### src/sv/trigger_status_packet_framer_macros.svh
// Assertion macros for the trigger status packet framer.
`ifndef TRIGGER_STATUS_PACKET_FRAMER_MACROS_SVH
`define TRIGGER_STATUS_PACKET_FRAMER_MACROS_SVH

// Check a condition in the same cycle as its trigger.
`define TSPF_ASSERT_NOW(label, clk, rst, ante, cons, msg) \
   label: assert property (@(posedge clk) disable iff (rst) (ante) |-> (cons)) \
      else $error(msg);

// Check a condition in the cycle after its trigger.
`define TSPF_ASSERT_NEXT(label, clk, rst, ante, cons, msg) \
   label: assert property (@(posedge clk) disable iff (rst) (ante) |=> (cons)) \
      else $error(msg);

`endif

### src/sv/tspf_pkg.sv
// Shared types and constants of the trigger status packet framer.
`default_nettype none

package tspf_pkg;

   localparam int PACKET_W = 40;
   localparam int STATUS_W = 8;
   localparam int ADDR_W   = 4;
   localparam int DATA_W   = 32;

   localparam logic [7:0] HDR_STATUS   = 8'h33;
   localparam logic [7:0] HDR_RESPONSE = 8'hAA;

   localparam logic [1:0] MODE_SERIAL = 2'd1;
   localparam logic [1:0] MODE_ETHER  = 2'd2;

   localparam logic ACTION_BYTE = 1'b0;
   localparam logic ACTION_TICK = 1'b1;

   localparam logic [1:0] REG_RUN_ENABLE    = 2'd0;
   localparam logic [1:0] REG_REMOTE_MODE   = 2'd1;
   localparam logic [1:0] REG_TIMEOUT_LIMIT = 2'd2;

   localparam logic [15:0] TIMEOUT_RESET = 16'd10;

   typedef struct packed {
      logic        run_enable;
      logic [1:0]  remote_mode;
      logic [15:0] timeout_limit;
   } cfg_type;

   typedef struct packed {
      logic                is_clear;
      logic                to_store;
      logic                to_remote;
      logic [STATUS_W-1:0] status_code;
      logic [PACKET_W-1:0] packet;
   } result_type;

endpackage

`default_nettype wire

### src/sv/trigger_status_packet_framer.sv
// Top level of the trigger status packet framer: request and result registers.
//
//   channel  direction  tdata                         tuser
//   req_     in         rx_byte[7:0]                  action[0]
//   rsp_     out        packet[39:0] status[47:40]    to_remote, to_store, is_clear
//   csr_     in         APB registers at 0x0, 0x4, 0x8
//
// One request per cycle while req_tready is high; rsp_tvalid rises when a result is emitted.
// The request register feeds the framer state update, which loads the result register.
// Reset is synchronous and clears the valid flags and framer state; no clearing pass.
// A stalled result holds the result register; one further request waits in the
// request register, and req_tready drops only when both are full and rsp_tready is low.
`default_nettype none

`include "trigger_status_packet_framer_macros.svh"

module trigger_status_packet_framer #(
   parameter int PACKET_BYTES = 5
) (
   input  wire logic        clock,
   input  wire logic        reset,
   input  wire logic        req_tvalid,
   output logic             req_tready,
   input  wire logic [7:0]  req_tdata,   // rx_byte
   input  wire logic [0:0]  req_tuser,   // action
   output logic             rsp_tvalid,
   input  wire logic        rsp_tready,
   output logic [47:0]      rsp_tdata,   // packet, status_code
   output logic [2:0]       rsp_tuser,   // to_remote, to_store, is_clear
   input  wire logic        csr_psel,
   input  wire logic        csr_penable,
   input  wire logic        csr_pwrite,
   input  wire logic [tspf_pkg::ADDR_W-1:0] csr_paddr,
   input  wire logic [tspf_pkg::DATA_W-1:0] csr_pwdata,
   output logic [tspf_pkg::DATA_W-1:0]  csr_prdata,
   output logic             csr_pready
);
   import tspf_pkg::*;

   cfg_type    cfg;
   result_type result;
   result_type rsp_data_ff;
   logic       emit;
   logic       in_valid_ff, in_valid_in;
   logic       in_action_ff;
   logic [7:0] in_byte_ff;
   logic       rsp_valid_ff, rsp_valid_in;
   logic       req_accept;
   logic       advance;

   tspf_csr u_csr (
      .clock       (clock),
      .reset       (reset),
      .csr_psel    (csr_psel),
      .csr_penable (csr_penable),
      .csr_pwrite  (csr_pwrite),
      .csr_paddr   (csr_paddr),
      .csr_pwdata  (csr_pwdata),
      .csr_prdata  (csr_prdata),
      .csr_pready  (csr_pready),
      .cfg         (cfg)
   );

   tspf_core #(
      .PACKET_BYTES (PACKET_BYTES)
   ) u_core (
      .clock   (clock),
      .reset   (reset),
      .step    (advance),
      .action  (in_action_ff),
      .rx_byte (in_byte_ff),
      .cfg     (cfg),
      .emit    (emit),
      .result  (result)
   );

   assign advance    = in_valid_ff && (!rsp_valid_ff || rsp_tready);
   assign req_tready = !in_valid_ff || advance;
   assign req_accept = req_tvalid && req_tready;

   always_comb begin
      in_valid_in = in_valid_ff;
      if (req_accept) begin
         in_valid_in = 1'b1;
      end else if (advance) begin
         in_valid_in = 1'b0;
      end
   end

   always_comb begin
      rsp_valid_in = rsp_valid_ff;
      if (emit) begin
         rsp_valid_in = 1'b1;
      end else if (rsp_tready) begin
         rsp_valid_in = 1'b0;
      end
   end

   always_ff @(posedge clock) begin
      if (reset) begin
         in_valid_ff  <= 1'b0;
         rsp_valid_ff <= 1'b0;
      end else begin
         in_valid_ff  <= in_valid_in;
         rsp_valid_ff <= rsp_valid_in;
      end
   end

   always_ff @(posedge clock) begin
      if (req_accept) begin
         in_action_ff <= req_tuser[0];
         in_byte_ff   <= req_tdata;
      end
      if (emit) begin
         rsp_data_ff <= result;
      end
   end

   assign rsp_tvalid = rsp_valid_ff;
   assign rsp_tdata  = {rsp_data_ff.status_code, rsp_data_ff.packet};
   assign rsp_tuser  = {rsp_data_ff.is_clear, rsp_data_ff.to_store, rsp_data_ff.to_remote};

   `TSPF_ASSERT_NOW(a_full_stall_blocks_req, clock, reset,
      in_valid_ff && rsp_tvalid && !rsp_tready, !req_tready, "request taken while full")
   `TSPF_ASSERT_NOW(a_clear_has_zero_status, clock, reset,
      rsp_tvalid && rsp_tuser[2], rsp_tdata[47:40] == 8'd0, "cleared status not zero")
   `TSPF_ASSERT_NOW(a_single_route, clock, reset,
      rsp_tvalid, !(rsp_tuser[0] && rsp_tuser[1]), "both remote and store flagged")
   `TSPF_ASSERT_NEXT(a_emit_sets_valid, clock, reset,
      emit, rsp_tvalid, "result lost after emit")

endmodule

`default_nettype wire

### src/sv/tspf_csr.sv
// Configuration registers of the trigger status packet framer.
`default_nettype none

module tspf_csr (
   input  wire logic                    clock,
   input  wire logic                    reset,
   input  wire logic                    csr_psel,
   input  wire logic                    csr_penable,
   input  wire logic                    csr_pwrite,
   input  wire logic [tspf_pkg::ADDR_W-1:0] csr_paddr,
   input  wire logic [tspf_pkg::DATA_W-1:0] csr_pwdata,
   output logic [tspf_pkg::DATA_W-1:0]  csr_prdata,
   output logic                         csr_pready,
   output tspf_pkg::cfg_type            cfg
);
   import tspf_pkg::*;

   logic        run_enable_ff,    run_enable_in;
   logic [1:0]  remote_mode_ff,   remote_mode_in;
   logic [15:0] timeout_limit_ff, timeout_limit_in;
   logic        write_en;
   logic [1:0]  reg_index;

   assign csr_pready = 1'b1;
   assign reg_index  = csr_paddr[3:2];
   assign write_en   = csr_psel && csr_penable && csr_pwrite && csr_pready;

   always_comb begin
      run_enable_in    = run_enable_ff;
      remote_mode_in   = remote_mode_ff;
      timeout_limit_in = timeout_limit_ff;
      if (write_en) begin
         case (reg_index)
            REG_RUN_ENABLE:    run_enable_in    = csr_pwdata[0];
            REG_REMOTE_MODE:   remote_mode_in   = csr_pwdata[1:0];
            REG_TIMEOUT_LIMIT: timeout_limit_in = csr_pwdata[15:0];
            default: ;
         endcase
      end
   end

   always_comb begin
      case (reg_index)
         REG_RUN_ENABLE:    csr_prdata = DATA_W'(run_enable_ff);
         REG_REMOTE_MODE:   csr_prdata = DATA_W'(remote_mode_ff);
         REG_TIMEOUT_LIMIT: csr_prdata = DATA_W'(timeout_limit_ff);
         default:           csr_prdata = '0;
      endcase
   end

   always_ff @(posedge clock) begin
      if (reset) begin
         run_enable_ff    <= 1'b0;
         remote_mode_ff   <= 2'd0;
         timeout_limit_ff <= TIMEOUT_RESET;
      end else begin
         run_enable_ff    <= run_enable_in;
         remote_mode_ff   <= remote_mode_in;
         timeout_limit_ff <= timeout_limit_in;
      end
   end

   assign cfg.run_enable    = run_enable_ff;
   assign cfg.remote_mode   = remote_mode_ff;
   assign cfg.timeout_limit = timeout_limit_ff;

endmodule

`default_nettype wire

### src/sv/tspf_core.sv
// Packet assembly, header check and timeout counter of the framer.
`default_nettype none

module tspf_core #(
   parameter int PACKET_BYTES = 5
) (
   input  wire logic                clock,
   input  wire logic                reset,
   input  wire logic                step,
   input  wire logic                action,
   input  wire logic [7:0]          rx_byte,
   input  wire tspf_pkg::cfg_type   cfg,
   output logic                     emit,
   output tspf_pkg::result_type     result
);
   import tspf_pkg::*;

   localparam int COLL_W = 8 * PACKET_BYTES;
   localparam int POS_W  = $clog2(PACKET_BYTES);
   localparam logic [POS_W-1:0]  LAST_POS  = POS_W'(PACKET_BYTES - 1);
   localparam logic [COLL_W-1:0] CLEAR_PKT = {HDR_STATUS, {(COLL_W-8){1'b0}}};

   logic [POS_W-1:0]           pos_ff,   pos_in;
   logic [COLL_W-1:0]          coll_ff,  coll_in;
   logic [15:0]                timer_ff, timer_in;
   logic [COLL_W-1:0]          coll_upd;
   logic [COLL_W+PACKET_W-1:0] ext_upd;
   logic [COLL_W+PACKET_W-1:0] ext_clr;
   logic                       header_ok;
   logic                       remote_active;

   always_comb begin
      coll_upd = coll_ff;
      for (int i = 0; i < PACKET_BYTES; i++) begin
         if (pos_ff == POS_W'(i)) begin
            coll_upd[(PACKET_BYTES-1-i)*8 +: 8] = rx_byte;
         end
      end
   end

   assign ext_upd       = {{PACKET_W{1'b0}}, coll_upd};
   assign ext_clr       = {{PACKET_W{1'b0}}, CLEAR_PKT};
   assign header_ok     = (rx_byte == HDR_STATUS) || (rx_byte == HDR_RESPONSE);
   assign remote_active = (cfg.remote_mode == MODE_SERIAL) ||
                          (cfg.remote_mode == MODE_ETHER);

   always_comb begin
      pos_in           = pos_ff;
      coll_in          = coll_ff;
      timer_in         = timer_ff;
      emit             = 1'b0;
      result           = '0;
      result.to_remote = (cfg.remote_mode == MODE_SERIAL);
      result.to_store  = (cfg.remote_mode == MODE_ETHER);
      if (step && cfg.run_enable) begin
         unique case (action)
            ACTION_BYTE: begin
               if ((pos_ff != '0) || header_ok) begin
                  if (pos_ff == LAST_POS) begin
                     pos_in  = '0;
                     coll_in = '0;
                     if (coll_upd[COLL_W-1 -: 8] == HDR_STATUS) begin
                        emit               = 1'b1;
                        result.packet      = ext_upd[PACKET_W-1:0];
                        result.status_code = coll_upd[COLL_W-9 -: 8];
                        if (remote_active) begin
                           timer_in = 16'd1;
                        end
                     end
                  end else begin
                     pos_in  = pos_ff + 1'b1;
                     coll_in = coll_upd;
                  end
               end
            end
            ACTION_TICK: begin
               if (remote_active && (timer_ff != 16'd0)) begin
                  timer_in = timer_ff + 16'd1;
                  if (timer_ff > cfg.timeout_limit) begin
                     timer_in        = 16'd0;
                     coll_in         = CLEAR_PKT;
                     emit            = 1'b1;
                     result.packet   = ext_clr[PACKET_W-1:0];
                     result.is_clear = 1'b1;
                  end
               end
            end
         endcase
      end
   end

   always_ff @(posedge clock) begin
      if (reset) begin
         pos_ff   <= '0;
         coll_ff  <= '0;
         timer_ff <= 16'd0;
      end else begin
         pos_ff   <= pos_in;
         coll_ff  <= coll_in;
         timer_ff <= timer_in;
      end
   end

endmodule

`default_nettype wire

### config.mk
export PLATFORM = sky130hd
export DESIGN_NAME = trigger_status_packet_framer
export DESIGN_NICKNAME = d
export VERILOG_FILES = /design/src/sv/tspf_pkg.sv /design/src/sv/trigger_status_packet_framer.sv /design/src/sv/tspf_csr.sv /design/src/sv/tspf_core.sv
export VERILOG_INCLUDE_DIRS = /design/src /design/src/sv
export SDC_FILE = /design/constraint.sdc
export NUM_CORES = 1
export LEC_CHECK = 0
export BUFFER_PORTS_ARGS = -buffer_cell sky130_fd_sc_hd__buf_4
export CORE_ASPECT_RATIO = 0.5
export CORE_MARGIN = 5
export CORE_UTILIZATION = 58
export CTS_BUF_LIST = sky130_fd_sc_hd__clkbuf_16
export DETAILED_ROUTE_END_ITERATION = 8
export GPL_TIMING_DRIVEN = 0
export PLACE_DENSITY = 0.84
export SLEW_MARGIN = 40
export SYNTH_ARGS = -nofsm -noshare
export SYNTH_HDL_FRONTEND = slang
export SYNTH_SLANG_ARGS = --single-unit
export TNS_END_PERCENT = 50
### constraint.sdc
create_clock -name clock -period 13.9 [get_ports clock]
set_clock_uncertainty 0.15 [all_clocks]
set_input_delay 1.39 -clock clock [delete_from_list [all_inputs] [get_ports clock]]
set_output_delay 1.39 -clock clock [all_outputs]
set_load 0.05 [all_outputs]
==> results of run 1 <==
==> cell families (layout without fill, tap and decap cells) <==
logic type                 after synthesis  after routing
other                                    2             21
muxes                                   32             32
and+or+nand+nor                        237            237
AOI/OAI and AO/OA                      130            130
adders and majority gates               25             25
buffers and inverters                   90            226
xor gates and xnor gates                 2              2
DFF                                    132            132
==> final timing paths <==
check,cells after the start,start,endpoint
hold / removal,1,u_core.coll_ff[2],u_core.coll_ff[2]
hold reg to reg,1,u_core.coll_ff[2],u_core.coll_ff[2]
setup reg to reg,10,u_core.pos_ff[0],rsp_tdata[17]
setup / recovery,5,csr_paddr[2],csr_prdata[7]
==> report_power, final <==
group,switching [uW],internal [uW]
clock network,173,247
registers,5.82,403
logic,33.4,16.5
==> cells in the mapped netlist, drive strengths merged, types with 4 or more instances <==
cell type	number	area, sq um
edfxtp	52	1560
nor2	40	150
o21ai	11	55.1
and2	28	175
nand3	17	85.1
o31ai	6	50.1
nand2	80	303
nand4	8	62.6
mux2i	32	320
a31oi	9	56.3
a21oi	36	180
buf	37	248
inv	30	113
o211ai	10	75.1
nor3	13	65.1
clkbuf	23	87.6
nor4	23	159
a211oi	4	30.0
or4	5	37.5
a31o	21	184
ha	25	313
a22o	5	43.8
dfxtp	80	1600
o41ai	8	70.1
a32oi	4	35.0
==> metal layers <==
metal	share of wire (%)	vias to the layer above	global-route usage, %
met3	9.1	31	4.89
li1	-	2619	-
met4	1.7	0	8.67
met5	0	-	0
met2	48	270	40.7
met1	41	2571	31.5
==> area by class of cell <==
cell class	count	area, sq um	area share [%]
Sequential cell	132	3160	39.4
Multi-Input combinational cell	447	2890	36.0
Timing Repair Buffer	104	796	9.90
Clock buffer	17	425	5.30
Buffer	60	335	4.17
Tap cell	145	181	2.26
Clock inverter	15	131	1.64
Inverter	30	113	1.40
==> per-stage QoR <==
step | power [uW] | hold slack [ns] | instances | util, % | worst slack, ns
finish | 879 | 0.318 | 950 | 73.6 | 9.56
global placement | 465 | 0.292 | 916 | 68.1 | 6.70
floorplan | 447 | 0.280 | 669 | - | 8.17
global route | 905 | 0.337 | 950 | 73.6 | 9.46
detailed placement | 466 | 0.295 | 918 | 68.5 | 9.64
CTS | 880 | 0.314 | 950 | 73.6 | 9.63
==> cells in the final DEF (no fill, tap or decap), types with 22 or more instances in the layout <==
cell type | synthesis | layout
a21oi_1 | 36 | 36
and2_1 | 27 | 27
buf_4 | 25 | 127
clkbuf_1 | 22 | 22
dfxtp_1 | 80 | 80
edfxtp_1 | 52 | 52
ha_1 | 25 | 25
inv_1 | 30 | 31
mux2i_1 | 32 | 32
nand2_1 | 79 | 79
nor2_1 | 40 | 40
nor4_1 | 22 | 22
==> sequential cells by signal, summed over array words and instances, names as in the netlist <==
name and flops:
rsp_tdata 40, u_core.pos_ff 3, u_core.coll_ff 40, u_csr.run_enable_ff 1
in_valid_ff 1, u_csr.remote_mode_ff 2, in_action_ff 1, u_core.timer_ff 16
in_byte_ff 8, rsp_tvalid 1, u_csr.timeout_limit_ff 16, rsp_tuser 3
==> flow_results.org, run 1 <==
** Outcome
- The run finished with clean final reports.

** STA
- Time the worst path needs with I/O delays and setup :: 4.34 ns
- Max-slew headroom at the worst pin :: 48.2%
- Max-slew violation count :: 0
- Based on the critical path, the design can be clocked at up to 231 MHz.
- Final critical-path share of the clock period :: 31.2%
- RSZ-0062 raised after global routing :: no
- Setup violations remaining at the end of the flow were counted as 0.
- Slew at the pin closest to its max-slew limit :: 0.773 ns
- Hold violation total from the final report :: 0
- Total Neg Setup Slack :: 0 ns

** Pwr
- Across the VDD grid, the largest voltage drop is 105 uV.
- Static Leakage :: 0.00322 uW
- In this run the power density over the cells is 109 mW/mm^2.

** Synth
- The share of the Yosys chip area taken by registers is 49.4%.
- After synthesis, the largest family of logic cells by area is simple AND/OR/NAND/NOR gates.
- Post-synthesis average cell area :: 9.86 sq um
- Of all flip-flops after synthesis, the portion carrying an async set or reset was 0%.
- Xor and xnor fraction of the mapped netlist area :: 0.273%
- Number of synthesized flops with an enable pin :: 52
- Most used flip-flop cell after synthesis :: dfxtp_1
- Register bit total from synthesis :: 132
- Summing the areas of all compound-gate instances in the mapped netlist gives 14.4% of the synthesized area.
- Count of distinct cell types in the synthesized netlist :: 61
- Simple-gate portion of the synthesized area :: 19.0%
- In this run the cell area of the synthesized design comes to 0.00641 sq mm.
- Area share of fa/ha/maj cells after synthesis :: 4.88%
- After technology mapping, the gate count stands at 650.
- Multiplexer share of the synthesized area :: 5.00%
- During synthesis, Yosys emitted a total of 0 warnings.

** CTS
- CTS buffer count :: 17
- The clock passes through at most 2 buffers.
- Clock Latency Late Sink :: 0.42 ns
- TritonCTS built the clock tree.
- Clock edge transition at the registers on the reported setup and hold paths :: 0.06 ns
- The tree is rooted in a clkbuf_16.
- Count of hold-fix buffers inserted at cts :: 0
- CTS saw 132 sinks.
- # Post-CTS Setup Buffers :: 0
- H-Tree Depth :: 4
- Gates resized during post-CTS repair numbered 0.

** Finish
- The repair_antennas step left the layout with diodes totalling 0.
- The net count of the finished layout is 869.
- Relative area change from synthesis to final layout :: 25.4%
- Summing all non-filler instances in the final layout gives an area of 0.00803 sq mm.
- Share of layout cells above drive strength 1 :: 24.7%
- Fill cell total of the finished layout :: 770

** Job
- The tool flagged a number of max-cap violations equal to 0.

** Global route
- Overall routing resource usage :: 24.4%
- The number of antenna violations at the first check in global routing was 0.
- Vias in the first global route :: 5393
- Entering global routing, the biggest net connects 22 pins.
- Summed over all layers, the global routing overflow is 0.
- First-pass GRT wire length :: 26.0 mm

** Setup path
- Cells along the critical path :: buf_4, nor2b_1, clkbuf_1, and2_1, buf_4
- Setup slack on the worst reg-to-reg path comes out at 10.33 ns.
- Counting both buffers and inverters, the worst setup path holds a total of 3.
- The critical path is of the input port to output pin type.
- Gate family responsible for the most delay along the worst path :: buffers and inverters
- The worst setup path is captured at an output pin.
- CP most frequent cell :: buf_4
- Arrival time of data at the critical path endpoint :: 2.80 ns
- The slowest stage of the critical path is the nor2b_1 cell.
- The worst setup path is launched from an input port.
- CP max FO :: 10
- Required time of the critical path :: 12.36 ns
- On the worst path, the slowest cell contributes a delay of 0.45 ns.

** Placement
- At the end of routability-driven placement, the weighted congestion stood at 0.858.
- HPWL reported at the end of detailed placement :: 11.3 mm
- Buffers added on ports :: 102
- Total cell area at the placement stage :: 0.00747 sq mm

** Floorplan
- DIE WIDTH :: 159 microns
- Starting utilization of the core area :: 58.7%
- IO Count :: 138
- Floorplan Core Area :: 0.0109 sq mm
- Row cnt :: 27
- Floorplan die height :: 84.3 microns
- Total die area :: 0.0134 sq mm

** Routing
- After detailed routing, the number of remaining DRC violations is 0.
- Post-detailed-routing wire length :: 15.9 mm
- Number of design-rule violations left by the first detailed-router iteration :: 534
- After detailed routing, the average wire length per cell comes to 16.8 microns.
- The routed layout has 5491 vias.
- Via-per-instance ratio :: 5.78
- For this run, the detailed router's first-pass iteration total came to 5.
- The count of nets left with antenna violations once routing finished came out at 0.

** Worst hold path
- The min-delay analysis places its worst path in the category register to register.
Note: power is estimated with default switching activity, not from simulation.
==> run 2, diff against run 1 <==
--- a/config.mk
+++ b/config.mk
@@ -9,11 +9,11 @@
 export BUFFER_PORTS_ARGS = -buffer_cell sky130_fd_sc_hd__buf_4
 export CORE_ASPECT_RATIO = 0.5
 export CORE_MARGIN = 5
-export CORE_UTILIZATION = 58
+export CORE_UTILIZATION = 49
 export CTS_BUF_LIST = sky130_fd_sc_hd__clkbuf_16
 export DETAILED_ROUTE_END_ITERATION = 8
 export GPL_TIMING_DRIVEN = 0
-export PLACE_DENSITY = 0.84
+export PLACE_DENSITY = 0.76
 export SLEW_MARGIN = 40
 export SYNTH_ARGS = -nofsm -noshare
 export SYNTH_HDL_FRONTEND = slang
==> constraint.sdc (replaced) <==
create_clock -name clock -period 3.58 [get_ports clock]
set_clock_uncertainty 0.15 [all_clocks]
set_input_delay 0.358 -clock clock [delete_from_list [all_inputs] [get_ports clock]]
set_output_delay 0.358 -clock clock [all_outputs]
set_load 0.05 [all_outputs]
==> run 2 against run 1 <==
Effect of this change: cell count increased by 3.6%; critical path depth increased by 5; via count increased by 0.22%; sequential cell count unchanged; largest cell class unchanged; power increased to 4.0 times the previous value; combinational power increased to 4.1 times the previous value; worst setup slack got worse by 9.2 ns.
==> flow_results.org, run 2 (same netlist as run 1, synthesis figures left out) <==
** CTS
- Total clock sinks :: 132 (unchanged)
- The buffers inserted during post-CTS setup optimization was 0 (unchanged).
- The H-tree depth reported by CTS was 4 (unchanged).
- Clock edge transition at the registers on the reported setup and hold paths :: 0.06 ns (about the same)
- The buffer depth of the longest clock path came to 2 (unchanged).
- Clock Latency Late Sink :: 0.42 ns (about the same)
- The TritonCTS buffer count came to 17 (unchanged).
- Clock tree root driver cell :: clkbuf_16
- Clock tree from TritonCTS :: built

** Setup path
- The largest fanout on the critical path was 19 (+9).
- The worst reg-to-reg setup slack is 0.39 ns (-9.94 ns).
- The largest stage delay on the critical path was 0.44 ns (about the same).
- For this design, the slowest cell found on the critical path is a211oi_2.
- Arrival time of data at the critical path endpoint :: 3.16 ns (+0.36 ns)
- CP most frequent cell :: buf_8
- The required time of the critical path was 3.55 ns (-8.81 ns).
- Critical path launch point type :: register
- Critical path capture point type :: register
- Traced cell by cell, the critical path runs through inv_1, ha_1, and2b_1, buf_6, o31a_4, a211oi_2, nand4_4, o21ai_4, buf_8, buf_8.
- The critical path is of the register to register type.

** Floorplan
- Starting utilization of the core area :: 50.3% (-8.4 points)
- The die width was 172 microns (+8.2%).
- The cell row count is 29 (+7.4%).
- IO Count :: 138 (unchanged)
- Floorplan Core Area :: 0.0127 sq mm (+17%)
- The area enclosed by the die boundary was 0.0156 sq mm (+17%).
- Floorplan die height :: 90.9 microns (+7.8%)

** Placement
- Buffers added on ports :: 102 (unchanged)
- Total cell area at the placement stage :: 0.00750 sq mm (+0.42%)
- The worst slack at placement was 0.0483 ns (-9.60 ns).
- The last weighted congestion value of the routability-driven placer came to 0.885 (+3.2%).
- The placed wire-length estimate came to 11.4 mm (+1.5%).

** Routing
- The via total after detailed routing is 5503 (+0.22%).
- First drt pass iteration count :: 5 (unchanged)
- Routed WL per cell :: 16.5 microns (-1.8%)
- The via density per instance is 5.59 (-3.2%).
- Drc violations :: 0 (unchanged)
- DRT antenna net count :: 0 (unchanged)
- The wire length reported by the detailed router came to 16.2 mm (+1.8%).
- The starting DRC count in detailed routing is 430 (-19%).

** STA
- The final hold violation count came to 0 (unchanged).
- Time the worst path needs with I/O delays and setup :: 3.19 ns
- RSZ-0062 raised after global routing :: no
- Final WS setup :: 0.392 ns (-9.17 ns)
- The final number of setup-violating endpoints was 0 (unchanged).
- Slew at the pin closest to its max-slew limit :: 0.717 ns (-0.0563 ns)
- After layout, the worst path uses 89.1% of the clock period.
- The number of max-slew violations in the final report came to 0 (unchanged).
- The final setup TNS is 0 ns (unchanged).
- Max-slew headroom at the worst pin :: 51.9% (+3.8 points)
- Maximum operating frequency :: 314 MHz

** Finish
- Commonest cells after routing, fill and taps aside :: buf_4 (127), dfxtp_1 (80), nand2_1 (79), edfxtp_1 (52), nor2_1 (40)
- The final antenna diode count came to 0 (unchanged).
- Most frequent standard cell in the layout excluding fill and tap cells :: buf_4
- Relative area change from synthesis to final layout :: 27.8%
- The area of all placed cells without fillers is 0.00819 sq mm (+1.9%).
- Share of layout cells above drive strength 1 :: 24.3% (-0.40 points)
- Number of nets at the end of the flow :: 878 (+1.0%)
- Final Core Density :: 64.3% (-9.3 points)
- The filler cell count was 1030 (+34%).

** Global route
- Vias in the first global route :: 5308 (-1.6%)
- The number of antenna violations at the first check in global routing is 0 (unchanged).
- The pin count of the biggest net entering global routing is 20 (-9.1%).
- Total gr overflow :: 0 (unchanged)
- The overall routing resource usage came to 21.0% (-3.4 points).
- First-pass GRT wire length :: 26.3 mm (+1.1%)

** Job
- Number of max-cap violations :: 0 (unchanged)

** Outcome
- The run finished with clean final reports.

** Pwr
- Max IR drop VDD :: 269 uV (+160%)
- The leakage power figure is 0.00327 uW (+1.7%).
- The areal power density over the cells was 428 mW/mm^2 (+290%).

** Worst hold path
- The worst hold path belongs to the class input port to register.
==> run 2: cell types whose count changed in the layout (fill, tap and decap cells not counted), sizes merged <==
cell	before	now
bufinv	1	2
clkinv	8	5
clkinvlp	1	0
dlygate4sd3	0	9
inv	35	38
==> run 2: worst paths after layout <==
kind / start / end / cells past startpoint
hold / removal: csr_pwdata[6] / u_csr.timeout_limit_ff[6] / 3
hold reg to reg: u_core.coll_ff[2] / u_core.coll_ff[2] / 1
setup reg to reg: u_core.pos_ff[0] / rsp_tdata[6] / 10
setup / recovery: u_core.pos_ff[0] / rsp_tdata[6] / 10
==> run 2: what timing repair did <==
item / in CTS / in global routing
hold endpoints to repair: 9 / 0
endpoints found under the setup margin: 19 / 0
hold buffers: 9 / 0
resized for setup: 1 / 0
==> run 2: stage by stage <==
stage,std cells,power [uW],hold slack (ns)
2_1_floorplan,669,1740,0.280
3_3_place_gp,941,1810,0.292
3_5_place_dp,943,1810,0.295
4_1_cts,984,3510,0.0274
5_1_grt,984,3610,0.0430
6_report,984,3500,0.0338
==> run 2: metal layers <==
| layer | vias to the layer above | GRT usage, % | wire (microns) |
|---|---|---|---|
| met1 | 2625 | 27.0 | 7000 |
| met4 | 0 | 8.44 | 410 |
| li1 | 2641 | - | - |
| met3 | 36 | 4.42 | 1060 |
| met2 | 201 | 34.5 | 7740 |
| met5 | - | 0 | 0 |
==> run 2: worst max-delay path: cells and delay by family, from the launching register on <==
family / cells / cell delay [ns]
simple gates: 2 / 0.54
compound gates: 3 / 0.83
buf+inv: 4 / 0.69
flops: 1 / 0.39
fa+ha+maj: 1 / 0.29
==> run 2: area by class of cell <==
cell class,instances,area [sq um],share of cell area [%]
Tap cell,170,213,2.60
Buffer,60,335,4.09
Multi-Input combinational cell,447,2900,35.4
Sequential cell,132,3160,38.6
Inverter,30,113,1.38
Clock buffer,17,425,5.19
Timing Repair Buffer,113,886,10.8
Clock inverter,15,151,1.85
==> run 2: where the power goes <==
group          switching [uW]  internal (uW)  total [uW]
Combinational             133           70.5         204
Sequential               23.3           1570        1590
Clock                     679           1030        1710
Total                     835           2670        3500
